--- src/tts_ram.sv ---
// ----------------------------------------------------------------------------
// Task timing statistics: generic RAM
// One write port, one read port with registered read data.
// ----------------------------------------------------------------------------
`default_nettype none

module tts_ram #(
   parameter int WIDTH = 8,
   parameter int DEPTH = 16,
   localparam int ADDR_W = (DEPTH > 1) ? $clog2(DEPTH) : 1
) (
   input  logic              clock,
   input  logic              wr_en,
   input  logic [ADDR_W-1:0] wr_addr,
   input  logic [WIDTH-1:0]  wr_data,
   input  logic [ADDR_W-1:0] rd_addr,
   output logic [WIDTH-1:0]  rd_data
);

   logic [WIDTH-1:0] mem [DEPTH];
   logic [WIDTH-1:0] rd_data_ff;

   // Write and registered read
   always_ff @(posedge clock) begin
      if (wr_en) begin
         mem[wr_addr] <= wr_data;
      end
      rd_data_ff <= mem[rd_addr];
   end

   assign rd_data = rd_data_ff;

endmodule

`default_nettype wire

--- config.mk ---
export PLATFORM = sky130hd
export DESIGN_NAME = tts_ram
export DESIGN_NICKNAME = d
export VERILOG_FILES = /design/src/tts_ram.sv
export SDC_FILE = /design/constraint.sdc
export NUM_CORES = 1
export LEC_CHECK = 0
export BUFFER_PORTS_ARGS = -buffer_cell sky130_fd_sc_hd__buf_2
export CORE_AREA = 2 2 123 125
export DETAILED_ROUTE_END_ITERATION = 10
export DIE_AREA = 0 0 125 127
export GPL_TIMING_DRIVEN = 0
export PLACE_DENSITY = 0.47
export SYNTH_ARGS = -nofsm -noshare
export SYNTH_HDL_FRONTEND = slang
export SYNTH_SLANG_ARGS = --single-unit
--- constraint.sdc ---
create_clock -name clock -period 5 [get_ports clock]
set_input_delay 0.5 -clock clock [delete_from_list [all_inputs] [get_ports clock]]
set_output_delay 0.5 -clock clock [all_outputs]
set_load 0.03 [all_outputs]
==> run metrics, run 1 <==
Yosys top cell area share 0.747; WL per Instance 23.3 um; core region area 14400 um^2; crit path time final 1.81 ns; H-tree levels 4; Post-Syn Nets 247; pwr dens 438 nW/um^2; hold_buf cts 0; GR peak layer met2; Seq cells post-synth 136; Post-DP Area 5500 um^2; CTS tree done; vias per cell 5.05; Post-Syn Area 5150 um^2; layout cells sized above 1 0.289; startpoint type of the worst setup path primary input; Unique masters post-synth 19; worst r2r src mem[0][1]; post-synthesis average cell area 22.5 um^2; Detailed Route Iter0 Violations 207; Seq/Total Area, Yosys 0.778; Max-slew headroom 0.378; hold wc startpoint wr_data[5]; area leader, netlist edfxtp_1; grt ovf 0; met2 Use GR 0.224; Ports 26; depth of the worst hold-timing path 1; Hold Path Sink mem[15][5]; M3 GR Usage 0.0406; Initial Utilization 0.357; Synth Warn # 0; global-route wire length before repair 16300 um; Worst Reg2Reg Path Length in Cells 3; IO Port Bufs 24; top cells by area, synth edfxtp_1 75%, mux4_2 7.9%, mux4_1 7.1%; routed wire length 10900 um; most frequent cells in the layout 128 x edfxtp_1, 27 x buf_2, 18 x mux4_2, 17 x clkbuf_16, 16 x a22oi_1; CTS resizes 0; pin count of the biggest net entering global routing 17; Area Overhead vs Synth 18.7%; Final setup viols 0; Die W 125 um; MaxCap Viol Count 0; count of pins over their slew limit 0; run status complete, no violations; post-DP HPWL 6940 um; Die Footprint 15900 um^2; Via Count 2363; Setup CP Type primary input to flip-flop; Req. time, crit path 5.03 ns; n_diodes 0; GPL Wtd Cong 0.792; Final Cycle Share 0.362; worst-case clock buffer depth 2; number of core rows 44; DIE HEIGHT 127 um; Post-Syn Instances 229; Max VDD drop 0.000303 V; Critical R2R Capture rd_data[1]; FF-to-FF setup slack 3.52 ns; CTS buffer count 17; vias in the first global route 2488; Finished Cell Area 6110 um^2; Power, Total 2.68 mW; Worst Path Arrival 1.84 ns; drt first pass iters 4; final hold violations 0; initial antenna violation count 0; M1 GR Usage 0.212; most common cell after layout, fill and taps aside edfxtp_1; setup TNS 0 ns; worst hold path type primary input to flip-flop; crit end category flip-flop; peak fanout along the critical path 8; fin nets 290; Residual DRC 0; FMAX 552 MHz; Clock Sinks 136; Final ANT Viol Nets 0; clk_lat worst skew 0.40 ns; total track usage 0.147; Worst-path clk slew 0.06 ns; Worst Tran Pin Value 0.930 ns; Post-CTS Setup Inserts 0; RSZ-0062 raised after global routing false; Root Driver clkbuf_16; Leakage 2.03 nW; Final Skew 0.00472 ns
[synthesized netlist by cell type]
cell type / instances
nor3_1: 4
clkdlybuf4s25_2: 3
and2b_1: 1
nand3b_1: 2
nor2_1: 13
buf_2: 3
nor2b_1: 1
nand3_1: 1
mux4_1: 14
and2_1: 1
mux4_2: 18
buf_6: 3
a22oi_1: 16
nand2_1: 9
dfxtp_1: 8
or3b_2: 1
buf_4: 1
edfxtp_1: 128
nand2b_1: 2
[worst max-delay path by stage]
stage	cells past startpoint	to	startpoint	slack, ns
floorplan	2	mem[0][0]	wr_addr[2]	3.01
global placement	3	mem[0][0]	wr_addr[2]	2.42
detailed placement	3	mem[0][7]	wr_addr[2]	2.38
CTS	3	mem[0][6]	wr_addr[2]	2.81
global route	3	mem[3][5]	wr_addr[2]	3.12
finish	3	mem[3][4]	wr_addr[2]	3.19
[flip-flops by register name (all words and copies together), names as in the netlist]
signal   cells
mem        128
rd_data      8
[logic make-up after synthesis]
family | count (synthesis) | share of synthesized area
AOI/OAI and AO/OA | 16 | 0.0233
buffers and inverters | 10 | 0.0168
DFF | 136 | 0.778
muxes | 32 | 0.150
and+or+nand+nor | 35 | 0.0318
[worst max-delay path: stages]
cell,delay (ns)
buf_2,0.13
or3b_2,0.51
nor2_1,0.69
[final cells by class]
type                       instances  area (um^2)
timing repair buffer              24          120
fill                            1289         8310
buffer                            10         86.3
clock buffer                      21          440
clock inverter                    10          153
sequential                       136         4000
tap                              184          230
multi-input combinational         83         1080
[power by group]
| part | internal [mW] | switching (mW) | total (mW) | leakage, nW |
|---|---|---|---|---|
| Combinational | 0.0508 | 0.0892 | 0.140 | 0.520 |
| Sequential | 1.28 | 0.00630 | 1.28 | 1.22 |
| Clock | 0.826 | 0.431 | 1.26 | 0.282 |
| Total | 2.15 | 0.526 | 2.68 | 2.03 |
[through the flow]
step | hold WS [ns] | util | setup WS, ns | std cells
after floorplan | 0.599 | - | 3.01 | 229
after global placement | 0.671 | 0.381 | 2.42 | 437
after detailed placement | 0.681 | 0.381 | 2.38 | 437
after CTS | 0.484 | 0.422 | 2.81 | 468
after global routing | 0.497 | 0.424 | 3.12 | 468
final | 0.495 | 0.424 | 3.19 | 468
[metal layers]
| layer | vias up | routed length (um) |
|---|---|---|
| met5 | - | 0 |
| li1 | 1059 | - |
| met4 | 0 | 87 |
| met1 | 1249 | 5310 |
| met2 | 48 | 5130 |
| met3 | 7 | 355 |
No activity file was read; power rests on OpenSTA's default activity.
==> run 2: changes to the inputs <==
--- a/config.mk
+++ b/config.mk
@@ -10,7 +10,7 @@
 export DETAILED_ROUTE_END_ITERATION = 10
 export DIE_AREA = 0 0 125 127
 export GPL_TIMING_DRIVEN = 0
-export PLACE_DENSITY = 0.47
+export PLACE_DENSITY = 0.49
 export SYNTH_ARGS = -nofsm -noshare
 export SYNTH_HDL_FRONTEND = slang
 export SYNTH_SLANG_ARGS = --single-unit
==> constraint.sdc (replaced) <==
create_clock -name clock -period 1.65 [get_ports clock]
set_input_delay 0.165 -clock clock [delete_from_list [all_inputs] [get_ports clock]]
set_output_delay 0.165 -clock clock [all_outputs]
set_load 0.03 [all_outputs]
==> run metrics, run 2 (synthesis results as in run 1) <==
run status complete, no violations (unchanged); fin nets 292 (was 290); FMAX 681 MHz; initial antenna violation count 0 (unchanged); Final Cycle Share 0.890; worst-case clock buffer depth 2 (unchanged); CP peak stage delay 0.48 ns (was 0.69 ns); number of core rows 44 (unchanged); GPL Wtd Cong 0.750 (was 0.792); DIE HEIGHT 127 um (unchanged); Req. time, crit path 1.93 ns (was 5.03 ns); H-tree levels 4 (unchanged); crit path time final 1.47 ns; CTS tree done (unchanged); CTS resizes 0 (unchanged); worst hold path type primary input to flip-flop (unchanged); Worst Path Arrival 1.75 ns (was 1.84 ns); crit end category flip-flop (unchanged); Residual DRC 0 (unchanged); worst r2r src mem[3][7] (was mem[0][1]); Worst-path clk slew 0.06 ns (about the same); Worst Tran Pin Value 0.842 ns (was 0.930 ns); layout cells sized above 1 0.296 (was 0.289); Post-CTS Setup Inserts 0 (unchanged); Post-DP Area 5510 um^2 (was 5500 um^2); pin count of the biggest net entering global routing 17 (unchanged); pwr dens 1310 nW/um^2 (was 438 nW/um^2); Via Count 2362 (was 2363); Leakage 2.03 nW (about the same); vias per cell 5.00 (was 5.05); Post-Place Setup Slack -0.322 ns (was 2.38 ns); hold wc startpoint wr_data[5] (unchanged); Area Overhead vs Synth 18.6% (was 18.7%); Initial Utilization 0.357 (unchanged); total track usage 0.142 (was 0.147); startpoint type of the worst setup path flip-flop (was primary input); count of pins over their slew limit 0 (unchanged); core region area 14400 um^2 (unchanged); clk_lat worst skew 0.41 ns (was 0.40 ns); CTS buffer count 17 (unchanged); Setup CP Type flip-flop to flip-flop (was primary input to flip-flop); Ports 26 (unchanged); WL per Instance 22.5 um (was 23.3 um); Final Skew 0.00419 ns (was 0.00472 ns); routed wire length 10600 um (was 10900 um); hold_buf cts 0 (unchanged); Final setup viols 0 (unchanged); IO Port Bufs 24 (unchanged); final worst slack 0.181 ns (was 3.19 ns); Max-slew headroom 0.434 (was 0.378); global-route wire length before repair 15800 um (was 16300 um); Clock Sinks 136 (unchanged); Worst path top cell family by delay multiplexers (was simple AND/OR/NAND/NOR gates); Die W 125 um (unchanged); vias in the first global route 2444 (was 2488); most common cell after layout, fill and taps aside edfxtp_1 (unchanged); Die Footprint 15900 um^2 (unchanged); Finished Cell Area 6110 um^2 (about the same); grt ovf 0 (unchanged); post-DP HPWL 6840 um (was 6940 um); Root Driver clkbuf_16 (unchanged); RSZ-0062 raised after global routing false (unchanged); CP Cell Sequence mux4_2 > a22oi_1 > nand2_1 (was buf_2 > or3b_2 > nor2_1); final hold violations 0 (unchanged); max reg flops 128 (unchanged); placed insts 438 (was 437); Top reg by flops mem (unchanged); Final ANT Viol Nets 0 (unchanged); WP buf/inv 0 (was 1); Detailed Route Iter0 Violations 200 (was 207); Max VDD drop 0.000831 V (was 0.000303 V); peak fanout along the critical path 1 (was 8); Post-Layout Cell Count 472 (was 468); MaxCap Viol Count 0 (unchanged); CP startpoint mem[3][7] (was wr_addr[2]); most frequent cells in the layout 128 x edfxtp_1, 28 x buf_2, 18 x mux4_2, 17 x clkbuf_16, 16 x a22oi_1 (was 128 x edfxtp_1, 27 x buf_2, 18 x mux4_2, 17 x clkbuf_16, 16 x a22oi_1); drt first pass iters 5 (was 4); critical path's slowest cell mux4_2 (was nor2_1)
-- run 2: changes by cell type in the layout (fill, tap and decap cells not counted), sizes merged --
cell      delta
clkinvlp     +2
bufinv       -1
inv          +1
clkinv       +3
buf          +1
diode        +1
clkbuf       -3
-- run 2: power breakdown --
part           total (mW)  internal, mW  switching (mW)
Sequential           3.88          3.86          0.0207
Clock                3.70          2.35            1.35
Combinational       0.418         0.154           0.264
-- run 2: final cells by class --
class | count | area [um^2]
sequential | 136 | 4000
timing repair buffer | 26 | 133
fill | 1259 | 8320
antenna | 1 | 2.50
tap | 184 | 230
buffer | 10 | 86.3
multi-input combinational | 83 | 1070
clock buffer | 17 | 425
clock inverter | 15 | 159
-- run 2: through the flow --
| stage | utilization | hold slack, ns | total power [mW] | TNS (ns) |
|---|---|---|---|---|
| 6_report | 0.423 | 0.157 | 8.00 | 0 |
| 5_1_grt | 0.423 | 0.166 | 8.24 | 0 |
| 4_1_cts | 0.423 | 0.155 | 8.07 | 0 |
| 3_5_place_dp | 0.382 | 0.591 | 4.38 | -10.11 |
| 3_3_place_gp | 0.382 | 0.576 | 4.37 | -15.19 |
| 2_1_floorplan | - | 0.264 | 4.19 | 0 |
-- run 2: worst paths after layout --
path / to / cells after the start / slack, ns
max: rd_data[7] / 3 / 0.18
min: mem[7][5] / 1 / 0.16
max reg2reg: rd_data[7] / 3 / 0.18
min reg2reg: rd_data[2] / 3 / 0.67
-- run 2: per-layer routing --
| layer | vias up | global-route usage | share of wire |
|---|---|---|---|
| li1 | 1065 | - | - |
| met1 | 1230 | 0.194 | 0.47 |
| met2 | 56 | 0.222 | 0.47 |
| met3 | 11 | 0.0369 | 0.047 |
| met4 | 0 | 0.0510 | 0.011 |
| met5 | - | 0 | 0 |
