**src/tts_pkg.sv**
```systemverilog
// ----------------------------------------------------------------------------
// Task timing statistics: shared package
// Field widths, channel codes and the per-channel statistics record.
// ----------------------------------------------------------------------------
`default_nettype none

package tts_pkg;

   // Field widths
   localparam int SLOT_FIELD_W = 4;
   localparam int TIME_W       = 32;
   localparam int STAT_W       = 16;
   localparam int TOTAL_W      = 64;
   localparam int COUNT_W      = 32;
   localparam int SHIFT_W      = 4;
   localparam int CHANNEL_W    = 2;

   // Structure
   localparam int NUM_CHANNELS       = 3;
   localparam int SLOT_CODES         = 2 ** SLOT_FIELD_W;
   localparam int DEFAULT_TASK_SLOTS = 16;

   // Constants
   localparam logic [TIME_W-1:0]  CLAMP_LIMIT = 32'd65535;
   localparam logic [SHIFT_W-1:0] SHIFT_RESET = 4'd3;

   // Channel codes, in the order results are sent
   typedef enum logic [CHANNEL_W-1:0] {
      CH_PROCESS   = 2'd0,
      CH_KERNEL    = 2'd1,
      CH_EXCEPTION = 2'd2
   } channel_type;

   // One channel of one slot
   typedef struct packed {
      logic [STAT_W-1:0]  minimum;
      logic [STAT_W-1:0]  maximum;
      logic [STAT_W-1:0]  average;
      logic [TOTAL_W-1:0] total;
   } stat_entry_type;

   localparam int STAT_ENTRY_W = $bits(stat_entry_type);

endpackage

`default_nettype wire

```
**src/tts_stat_update.sv**
```systemverilog
// ----------------------------------------------------------------------------
// Task timing statistics: channel update
// Folds one duration into the minimum, maximum, running average and total.
// ----------------------------------------------------------------------------
`default_nettype none

module tts_stat_update (
   input  tts_pkg::stat_entry_type            old_entry,
   input  logic [tts_pkg::TIME_W-1:0]          duration,
   input  logic [tts_pkg::SHIFT_W-1:0]         shift,
   output tts_pkg::stat_entry_type            new_entry
);
   import tts_pkg::*;

   logic [STAT_W-1:0] clamped;
   logic [STAT_W-1:0] avg_seed;
   logic [TIME_W-1:0] acc;

   // Durations above the 16-bit range count as zero for min/max and the average seed
   assign clamped = (duration > CLAMP_LIMIT) ? '0 : duration[STAT_W-1:0];

   // Zero average is seeded with the clamped value before the blend
   assign avg_seed = (old_entry.average == '0) ? clamped : old_entry.average;

   // avg*(2^shift-1) + v as a shift and subtract, wrapping at 32 bits
   assign acc = (TIME_W'(avg_seed) << shift) - TIME_W'(avg_seed) + duration;

   always_comb begin
      new_entry = old_entry;
      // minimum of zero means unset
      if ((old_entry.minimum == '0) || (old_entry.minimum > clamped)) begin
         new_entry.minimum = clamped;
      end
      if (old_entry.maximum < clamped) begin
         new_entry.maximum = clamped;
      end
      new_entry.average = STAT_W'(acc >> shift);
      new_entry.total   = old_entry.total + TOTAL_W'(duration);
   end

endmodule

`default_nettype wire

```
**config.mk**
```make
export PLATFORM = sky130hd
export DESIGN_NAME = tts_stat_update
export DESIGN_NICKNAME = d
export VERILOG_FILES = /design/src/tts_pkg.sv /design/src/tts_stat_update.sv
export SDC_FILE = /design/constraint.sdc
export NUM_CORES = 1
export LEC_CHECK = 0
export ABC_AREA = 0
export BUFFER_PORTS_ARGS = -buffer_cell sky130_fd_sc_hd__buf_4
export CAP_MARGIN = 10
export CELL_PAD_IN_SITES_DETAIL_PLACEMENT = 1
export CELL_PAD_IN_SITES_GLOBAL_PLACEMENT = 1
export CORE_ASPECT_RATIO = 1.5
export CORE_MARGIN = 3
export CORE_UTILIZATION = 34
export DETAILED_ROUTE_END_ITERATION = 8
export PLACE_DENSITY_LB_ADDON = 0.1
export SETUP_SLACK_MARGIN = 0.1
export SLEW_MARGIN = 20
export SYNTH_ARGS = -nofsm -noshare
export SYNTH_HDL_FRONTEND = slang
export SYNTH_SLANG_ARGS = --single-unit
```
**constraint.sdc**
```tcl
create_clock -name vclk -period 10.7
set_input_delay 3.21 -clock vclk [all_inputs]
set_output_delay 3.21 -clock vclk [all_outputs]
set_load 0.005 [all_outputs]
```
==> reports/metrics.cfg, run 1 <==
[outcome]
outcome=complete, but fails checks
violations=setup timing

[cells_and_area]
seq_area_um2=0
fin_nets=1883
drive_gt1_share_pct=44.0
stdcell_count=1923
final_util_pct=58.1
antenna_cells=0
seq_cell_count=0
area_growth_pct=67.2
clkbuf_count=0

[critical_path]
worst_setup_path_start_kind=primary input
crit_cells=26
criticalPathCategory=primary input to output port
cpLargestDelayFamily=compound AO/OA/AOI/OAI gates
slowest_stage=fa_1
arrival_ns=8.78
critPathMaxStageDelay_ns=0.56
cp_max_fo=8
cp_common_cell=buf_4
end_kind=output port
timing.critical_path.buf_inv=7
worstPathRequired_ns=7.49

[yosys]
yosysUniqueCellTypes=81
synth_top_cell_by_area=ha_1
syn_area_mm2=0.00801
ys_warn_count=0
synthSimpleGateAreaFrac_pct=20.1
synth-compound-area-share_pct=27.0
synth_top_area_share_pct=16.9
synthTopCellsByCount=nand2_1, inv_1, ha_1
avgSynthCellArea_um2=7.09
synth_xor_area_share_pct=9.73
ys_seq_area_share_pct=0
synthTopCellsByArea=ha_1, mux2i_1, xnor2_1
syn-instance-count=1129
syn_nets=1402
synth_adder_area_share_pct=21.1
synth_top_family_by_area=compound AO/OA/AOI/OAI gates
muxShareOfSynthArea_pct=13.8
synth_most_common_cell=nand2_1

[die]
die_w_um=131
die_height_um=194
initial_core_util_pct=34.7
fp.coreArea_mm2=0.0231
rows=68
die_area_mm2=0.0255
io_pins=260

[placed_design]
pre_cts_ws_ns=-1.33
place.gp.congestion=0.911
portBuffers=260
dp_cells=1885
hpwl_um=32500

[min_path]
min_to=new_entry[63]
worstHoldStart=old_entry[63]
hold_class=primary input to output port
hold_depth=3

[grt]
grt_usage_pct=28.8
antenna_found_initial=0
grt_max_degree=27
grt_pass1_wl_um=60800
grt_overflow=0
grt_pass1_vias=11500

[timing]
slew_headroom_pct=53.0
drv_slew=0
fin_ws_ns=-1.29
fin_crit_sh_pct=112
max_freq_ghz=0.0834
grt_setup_unrepaired=yes
setup_viol=16
fin_crit_ns=11.99
finalHoldViolCount=0
tightest_slew_ns=0.687

[routing]
wirelength_um=43000
drt-initial-drc-count=570
wl_per_cell_um=22.3
vias=11100
drc=0
first_pass_iters=6
via_per_inst=5.77
antenna_left=0

[flow_run]
cap_violations=0

[power_and_ir_drop]
switchingPower_w=0.000803
power.total_w=0.00159
p_clk_share_pct=0
p_int_w=0.000787
p_leak_nw=6.54
sw_frac_of_total_pct=50.5
p_seq_share_pct=0
combPwrFrac_pct=100.0
ir_drop_uv=66.7
powerDensity_mw_per_mm2=119

[cts]
ctsHoldBuffers=0

-- what timing repair did --
| action | in CTS | in global routing |
|---|---|---|
| endpoints found under the setup margin | 16 | 16 |
| buffers inserted | 24 | 15 |
| pin swaps | 38 | 51 |
| gates cloned | 0 | 0 |
| resized for setup | 109 | 89 |
-- layout make-up --
cell class | instances | area (um2)
fill | 2847 | 9670
multi-input combinational | 964 | 8460
timing repair buffer | 522 | 4070
inverter | 122 | 458
tap | 315 | 394
-- power by group through the flow --
stage          logic, W  registers, W  clock network (W)
3_5_place_dp    0.00122             0                  0
5_1_grt         0.00168             0                  0
3_3_place_gp    0.00119             0                  0
4_1_cts         0.00139             0                  0
2_1_floorplan  0.000639             0                  0
6_report        0.00159             0                  0
-- metal layers --
layer	routed length, um	track usage, %	share of wire, %	vias up
li1	-	-	-	5075
met1	15000	30.2	35	5401
met5	0	0	0	-
met3	2150	2.31	5.0	141
met4	2340	9.69	5.4	0
met2	23500	59.2	55	483
-- logic make-up (layout without fill, tap and decap cells) --
| family | Yosys count | after routing |
|---|---|---|
| AND/OR/NAND/NOR | 329 | 329 |
| AO/OA/AOI/OAI | 323 | 323 |
| buffers and inverters | 165 | 644 |
| adder cells (fa/ha/maj) | 125 | 125 |
| multiplexers | 98 | 98 |
| XOR/XNOR | 89 | 89 |
-- cells in the final DEF (no fill, tap or decap), types with 13 or more instances in the layout --
master	n
a21o_1	33
a21oi_1	61
a21oi_2	17
a21oi_4	13
and3_1	17
buf_4	496
buf_6	19
fa_1	17
ha_1	96
inv_1	115
mux2i_1	54
mux2i_2	20
nand2_1	117
nand3_1	27
nand4_1	13
nor2_1	49
nor3_1	20
nor4_1	14
o21a_1	16
o21ai_0	48
xnor2_1	49
xor2_1	29
-- worst max path at each step --
stage             startpoint             to  slack [ns]
2_1_floorplan  old_entry[67]  new_entry[75]       -0.23
3_3_place_gp    duration[27]  new_entry[75]       -1.37
3_5_place_dp    duration[27]  new_entry[74]       -1.33
4_1_cts         duration[23]  new_entry[69]       -0.95
5_1_grt         duration[27]  new_entry[71]       -1.43
6_report        duration[27]  new_entry[71]       -1.29
-- per-stage QoR --
step | hold WS [ns] | setup TNS [ns] | instance area (um2)
after floorplan | 6.48 | -1.18 | 8190
after global placement | 6.68 | -19.13 | 12100
after detailed placement | 6.69 | -19.52 | 12100
after CTS | 6.69 | -14.00 | 12800
after global routing | 6.70 | -21.21 | 13400
final | 6.69 | -18.89 | 13400
Note: power is estimated with default switching activity, not from simulation.
==> run 2: changes to the inputs <==
--- a/config.mk
+++ b/config.mk
@@ -6,16 +6,15 @@
 export NUM_CORES = 1
 export LEC_CHECK = 0
 export ABC_AREA = 0
-export BUFFER_PORTS_ARGS = -buffer_cell sky130_fd_sc_hd__buf_4
 export CAP_MARGIN = 10
 export CELL_PAD_IN_SITES_DETAIL_PLACEMENT = 1
 export CELL_PAD_IN_SITES_GLOBAL_PLACEMENT = 1
 export CORE_ASPECT_RATIO = 1.5
-export CORE_MARGIN = 3
-export CORE_UTILIZATION = 34
+export CORE_UTILIZATION = 43
 export DETAILED_ROUTE_END_ITERATION = 8
+export DONT_BUFFER_PORTS = 1
 export PLACE_DENSITY_LB_ADDON = 0.1
-export SETUP_SLACK_MARGIN = 0.1
+export SETUP_SLACK_MARGIN = 0.4
 export SLEW_MARGIN = 20
 export SYNTH_ARGS = -nofsm -noshare
 export SYNTH_HDL_FRONTEND = slang
==> reports/metrics.cfg, run 2 (same netlist as run 1, synthesis figures left out) <==
[outcome]
violations=setup timing
outcome=complete, but fails checks

[cells_and_area]
area_growth_pct=36.9
drive_gt1_share_pct=31.1  ; -13 points
final_cell_mix=buf_4, nand2_1, inv_1, ha_1, a21oi_1
fin_nets=1564  ; -17%
fillers=2226  ; -22%
seq_cell_count=0  ; unchanged
antenna_cells=0  ; unchanged
clkbuf_count=0  ; unchanged
layout_commonest_cell=buf_4
seq_area_um2=0  ; unchanged

[power_and_ir_drop]
powerDensity_mw_per_mm2=131  ; +10%
p_leak_nw=4.98  ; -24%
ir_drop_uv=56.9  ; -15%

[timing]
drv_slew=0  ; unchanged
fin_crit_ns=11.88  ; -0.112 ns
grt_setup_unrepaired=yes
fin_crit_sh_pct=111  ; -1.1 points
slew_headroom_pct=55.1  ; +2.1 points
max_freq_ghz=0.0842  ; +0.95%
tightest_slew_ns=0.656  ; -0.0301 ns
setup_tns_ns=-16.68  ; +2.21 ns
finalHoldViolCount=0  ; unchanged
fin_ws_ns=-1.18  ; +0.112 ns
setup_viol=16  ; unchanged

[routing]
drt-initial-drc-count=744  ; +31%
vias=10300  ; -6.9%
wl_met2_um=21400  ; -9.0%
wl_met1_um=13100  ; -13%
first_pass_iters=6  ; unchanged
wl_per_cell_um=26.6  ; +19%
wl_met3_um=3080  ; +43%
drc=0  ; unchanged
via_per_inst=6.72  ; +17%
antenna_left=0  ; unchanged
wirelength_um=40800  ; -4.9%
highest_layer=met4

[critical_path]
worstPathRequired_ns=7.49  ; about the same
end_kind=output port
criticalPathCategory=primary input to output port
worst_setup_path_start_kind=primary input
arrival_ns=8.67  ; -0.11 ns
cp_max_fo=6  ; -2

[flow_run]
cap_violations=0  ; unchanged

[cts]
ctsHoldBuffers=0  ; unchanged

[placed_design]
portBuffers=0  ; -100%
place.gp.congestion=0.880  ; -3.3%
hpwl_um=27700  ; -15%
pre_cts_ws_ns=-1.09  ; +0.243 ns

[die]
fp.coreArea_mm2=0.0181  ; -22%
io_pins=260  ; unchanged
die_height_um=169  ; -13%
initial_core_util_pct=44.3  ; +9.5 points
rows=60  ; -12%
die_area_mm2=0.0192  ; -25%
die_w_um=113  ; -14%

[grt]
grt_overflow=0  ; unchanged
grt_pass1_vias=10700  ; -7.0%
grt_usage_pct=37.8  ; +9.0 points
grt_max_degree=37  ; +37%
grt_pass1_wl_um=57100  ; -6.1%
antenna_found_initial=0  ; unchanged

[min_path]
hold_class=primary input to output port

==> run 2: what timing repair did <==
item / 4_1_cts / 5_1_grt
gates cloned: 1 / 0
pin swaps: 35 / 36
resized for setup: 140 / 72
endpoints found under the setup margin: 16 / 17
setup buffers: 22 / 11
==> run 2: area by class of cell <==
cell class | count | area [um2] | area share (%)
Inverter | 122 | 458 | 4.18
Multi-Input combinational cell | 964 | 8570 | 78.2
Tap cell | 248 | 310 | 2.83
Timing Repair Buffer | 203 | 1620 | 14.8
==> run 2: metal layers <==
metal	vias to the layer above	GRT usage (%)
met5	-	0
met4	0	20.9
met3	277	7.61
met2	667	75.9
met1	4960	34.7
li1	4432	-
==> run 2: worst paths after layout <==
check / start / to / slack (ns) / cells after the start
min: old_entry[52] / new_entry[52] / 6.48 / 1
max: old_entry[72] / new_entry[73] / -1.18 / 26
==> run 2: per-stage QoR <==
step                instances  power, W  hold slack [ns]  util, %  cell area, um2
floorplan                1129  0.000639             6.48        -            8190
global placement         1503  0.000990             6.48     52.8            9560
detailed placement       1503   0.00102             6.48     52.8            9560
CTS                      1526   0.00120             6.48     57.9           10500
global route             1537   0.00150             6.48     60.6           11000
finish                   1537   0.00144             6.48     60.6           11000
==> run 2: worst max-delay path, stage by stage <==
cell and delay, ns:
or4_4 0.53, nor2_4 0.13, and4_4 0.26, buf_12 0.11, buf_8 0.13, a21oi_1 0.10, mux2i_1 0.19, mux2_4 0.20
nor2_1 0.05, a21oi_2 0.18, mux2i_1 0.13, fa_1 0.55, inv_1 0.16, ha_4 0.34, buf_4 0.15, nand4_1 0.22
a211oi_2 0.42, o2bb2ai_4 0.15, xnor2_1 0.42, mux2i_1 0.16, a222oi_1 0.24, buf_4 0.18, buf_4 0.12, nor2_1 0.05
o22ai_1 0.16, buf_4 0.14
==> run 2: power by group <==
group	leakage (nW)	internal (W)	total [W]	switching, W
Sequential	0	0	0	0
Combinational	4.98	0.000651	0.00144	0.000786
Clock	0	0	0	0
Total	4.98	0.000651	0.00144	0.000786
==> run 3: changes to the inputs <==
--- a/config.mk
+++ b/config.mk
@@ -7,10 +7,10 @@
 export LEC_CHECK = 0
 export ABC_AREA = 0
 export CAP_MARGIN = 10
-export CELL_PAD_IN_SITES_DETAIL_PLACEMENT = 1
-export CELL_PAD_IN_SITES_GLOBAL_PLACEMENT = 1
+export CELL_PAD_IN_SITES_DETAIL_PLACEMENT = 0
+export CELL_PAD_IN_SITES_GLOBAL_PLACEMENT = 2
 export CORE_ASPECT_RATIO = 1.5
-export CORE_UTILIZATION = 43
+export CORE_UTILIZATION = 33
 export DETAILED_ROUTE_END_ITERATION = 8
 export DONT_BUFFER_PORTS = 1
 export PLACE_DENSITY_LB_ADDON = 0.1
@@ -19,3 +19,4 @@
 export SYNTH_ARGS = -nofsm -noshare
 export SYNTH_HDL_FRONTEND = slang
 export SYNTH_SLANG_ARGS = --single-unit
+export TNS_END_PERCENT = 20
==> reports/metrics.cfg, run 3 (same netlist as run 1, synthesis figures left out) <==
[min_path]
hold_depth=1  ; unchanged
hold_class=primary input to output port
min_to=new_entry[58]
worstHoldStart=old_entry[58]

[cells_and_area]
final_cell_mix=buf_4, inv_1, nand2_1, ha_1, mux2i_1
seq_cell_count=0  ; unchanged
final_area_mm2=0.0106  ; -3.2%
clkbuf_count=0  ; unchanged
fillers=2478  ; +11%
seq_area_um2=0  ; unchanged
layout_commonest_cell=buf_4
area_growth_pct=32.6
fin_nets=1556  ; -0.51%
drive_gt1_share_pct=28.8  ; -2.3 points
antenna_cells=0  ; unchanged

[timing]
fin_ws_ns=-0.777  ; +0.404 ns
drv_slew=0  ; unchanged
setup_viol=16  ; unchanged
finalHoldViolCount=0  ; unchanged
max_freq_ghz=0.0871  ; +3.5%
slew_headroom_pct=26.7  ; -28 points
fin_crit_sh_pct=107  ; -3.8 points
fin_crit_ns=11.48  ; -0.404 ns
grt_setup_unrepaired=yes
tightest_slew_ns=1.10  ; +0.444 ns

[critical_path]
path_cells=or4_4 -> nor2_2 -> and4_4 -> buf_12 -> buf_8 -> a21oi_2 -> mux2_4 -> nor2_4 -> a21oi_2 -> mux2i_2 -> mux2i_2 -> fa_1 -> inv_2 -> ha_4 -> a211o_1 -> a21o_1 -> a211oi_4 -> o2bb2ai_4 -> o21ai_2 -> xnor2_2 -> a222oi_1 -> o32ai_1 -> a211oi_2 -> buf_4
criticalPathCategory=primary input to output port
worstPathRequired_ns=7.49  ; about the same
timing.critical_path.buf_inv=4  ; -3
end_kind=output port
cpLargestDelayFamily=compound AO/OA/AOI/OAI gates
arrival_ns=8.27  ; -0.40 ns
critPathMaxStageDelay_ns=0.53  ; -0.02 ns
cp_max_fo=7  ; +1
worst_setup_path_start_kind=primary input
slowest_stage=fa_1

[routing]
wirelength_um=32700  ; -20%
first_pass_iters=5  ; -1
wl_per_cell_um=20.4  ; -23%
vias=9056  ; -12%
drc=0  ; unchanged
via_per_inst=5.66  ; -16%
drt-initial-drc-count=316  ; -58%
antenna_left=0  ; unchanged

[placed_design]
placed_cell_area_mm2=0.00972  ; +1.7%
hpwl_um=28300  ; +1.8%
pre_cts_ws_ns=-1.24  ; -0.157 ns
place.gp.congestion=0.850  ; -3.5%
portBuffers=0  ; unchanged

[grt]
grt_usage_pct=25.6  ; -12 points
grt_pass1_vias=9244  ; -14%
antenna_found_initial=0  ; unchanged
grt_pass1_wl_um=49400  ; -14%
grt_max_degree=37  ; unchanged
grt_overflow=0  ; unchanged

[outcome]
outcome=complete, but fails checks
violations=setup timing

[die]
io_pins=260  ; unchanged
fp.coreArea_mm2=0.0237  ; +31%
initial_core_util_pct=33.7  ; -11 points
die_area_mm2=0.0249  ; +30%
die_height_um=193  ; +14%
die_w_um=129  ; +14%
rows=69  ; +15%

[power_and_ir_drop]
p_clk_share_pct=0  ; unchanged
ir_drop_uv=47.1  ; -17%
p_leak_nw=4.89  ; -1.8%
p_int_w=0.000584  ; -10%
powerDensity_mw_per_mm2=111  ; -15%
switchingPower_w=0.000597  ; -24%
sw_frac_of_total_pct=50.5  ; -4.2 points
combPwrFrac_pct=100.0  ; about the same
p_seq_share_pct=0  ; unchanged

[flow_run]
cap_violations=0  ; unchanged

[cts]
ctsHoldBuffers=0  ; unchanged

-- run 3: changes by cell type in the layout (fill, tap and decap cells not counted), moves of 3 or more --
cell     change
a21oi_4     -10
mux2i_2      -9
inv_2        -3
o21ai_0      +3
a21oi_2     +12
mux2i_1     +14
inv_1        +3
mux2i_4      -5
buf_6        -8
a31oi_1      +3
nor2_1       +3
a31oi_4      -3
-- run 3: routing by layer --
metal | part of all wire (%) | track usage, %
met1 | 36 | 25.7
met3 | 5.7 | 3.44
met5 | 0 | 0
met4 | 3.5 | 7.51
met2 | 55 | 52.9
-- run 3: layout make-up --
cell class	instances	area [um2]	share of cell area, %
inverters	122	458	4.31
multi-input cells	964	8250	77.7
well taps	319	399	3.76
repair buffers	195	1510	14.2
-- run 3: power by group through the flow --
| stage | Sequential (W) | Combinational, W | Clock [W] |
|---|---|---|---|
| finish | 0 | 0.00118 | 0 |
| floorplan | 0 | 0.000637 | 0 |
| CTS | 0 | 0.00110 | 0 |
| global placement | 0 | 0.00103 | 0 |
| detailed placement | 0 | 0.00103 | 0 |
| global route | 0 | 0.00128 | 0 |
-- run 3: stage by stage --
| step | hold slack (ns) | TNS [ns] | util, % | power [W] | std cells |
|---|---|---|---|---|---|
| 2_1_floorplan | 6.48 | -1.36 | - | 0.000637 | 1129 |
| 3_3_place_gp | 6.48 | -16.24 | 40.9 | 0.00103 | 1583 |
| 3_5_place_dp | 6.48 | -16.33 | 40.9 | 0.00103 | 1583 |
| 4_1_cts | 6.48 | -8.91 | 42.5 | 0.00110 | 1592 |
| 5_1_grt | 6.48 | -13.18 | 44.7 | 0.00128 | 1600 |
| 6_report | 6.48 | -10.01 | 44.7 | 0.00118 | 1600 |
-- run 3: repair_timing --
item / in CTS / in global routing
setup buffers: 9 / 8
setup endpoints to repair: 16 / 16
gates resized for setup: 58 / 91
pin swaps: 18 / 37
-- run 3: worst max path at each step --
| stage | from | end | depth (start not counted) | slack [ns] |
|---|---|---|---|---|
| finish | old_entry[64] | new_entry[77] | 24 | -0.78 |
| global route | old_entry[64] | new_entry[77] | 24 | -0.95 |
| CTS | old_entry[64] | new_entry[77] | 22 | -0.66 |
| detailed placement | duration[20] | new_entry[77] | 23 | -1.24 |
| global placement | old_entry[76] | new_entry[77] | 22 | -1.24 |
| floorplan | old_entry[67] | new_entry[75] | 23 | -0.23 |
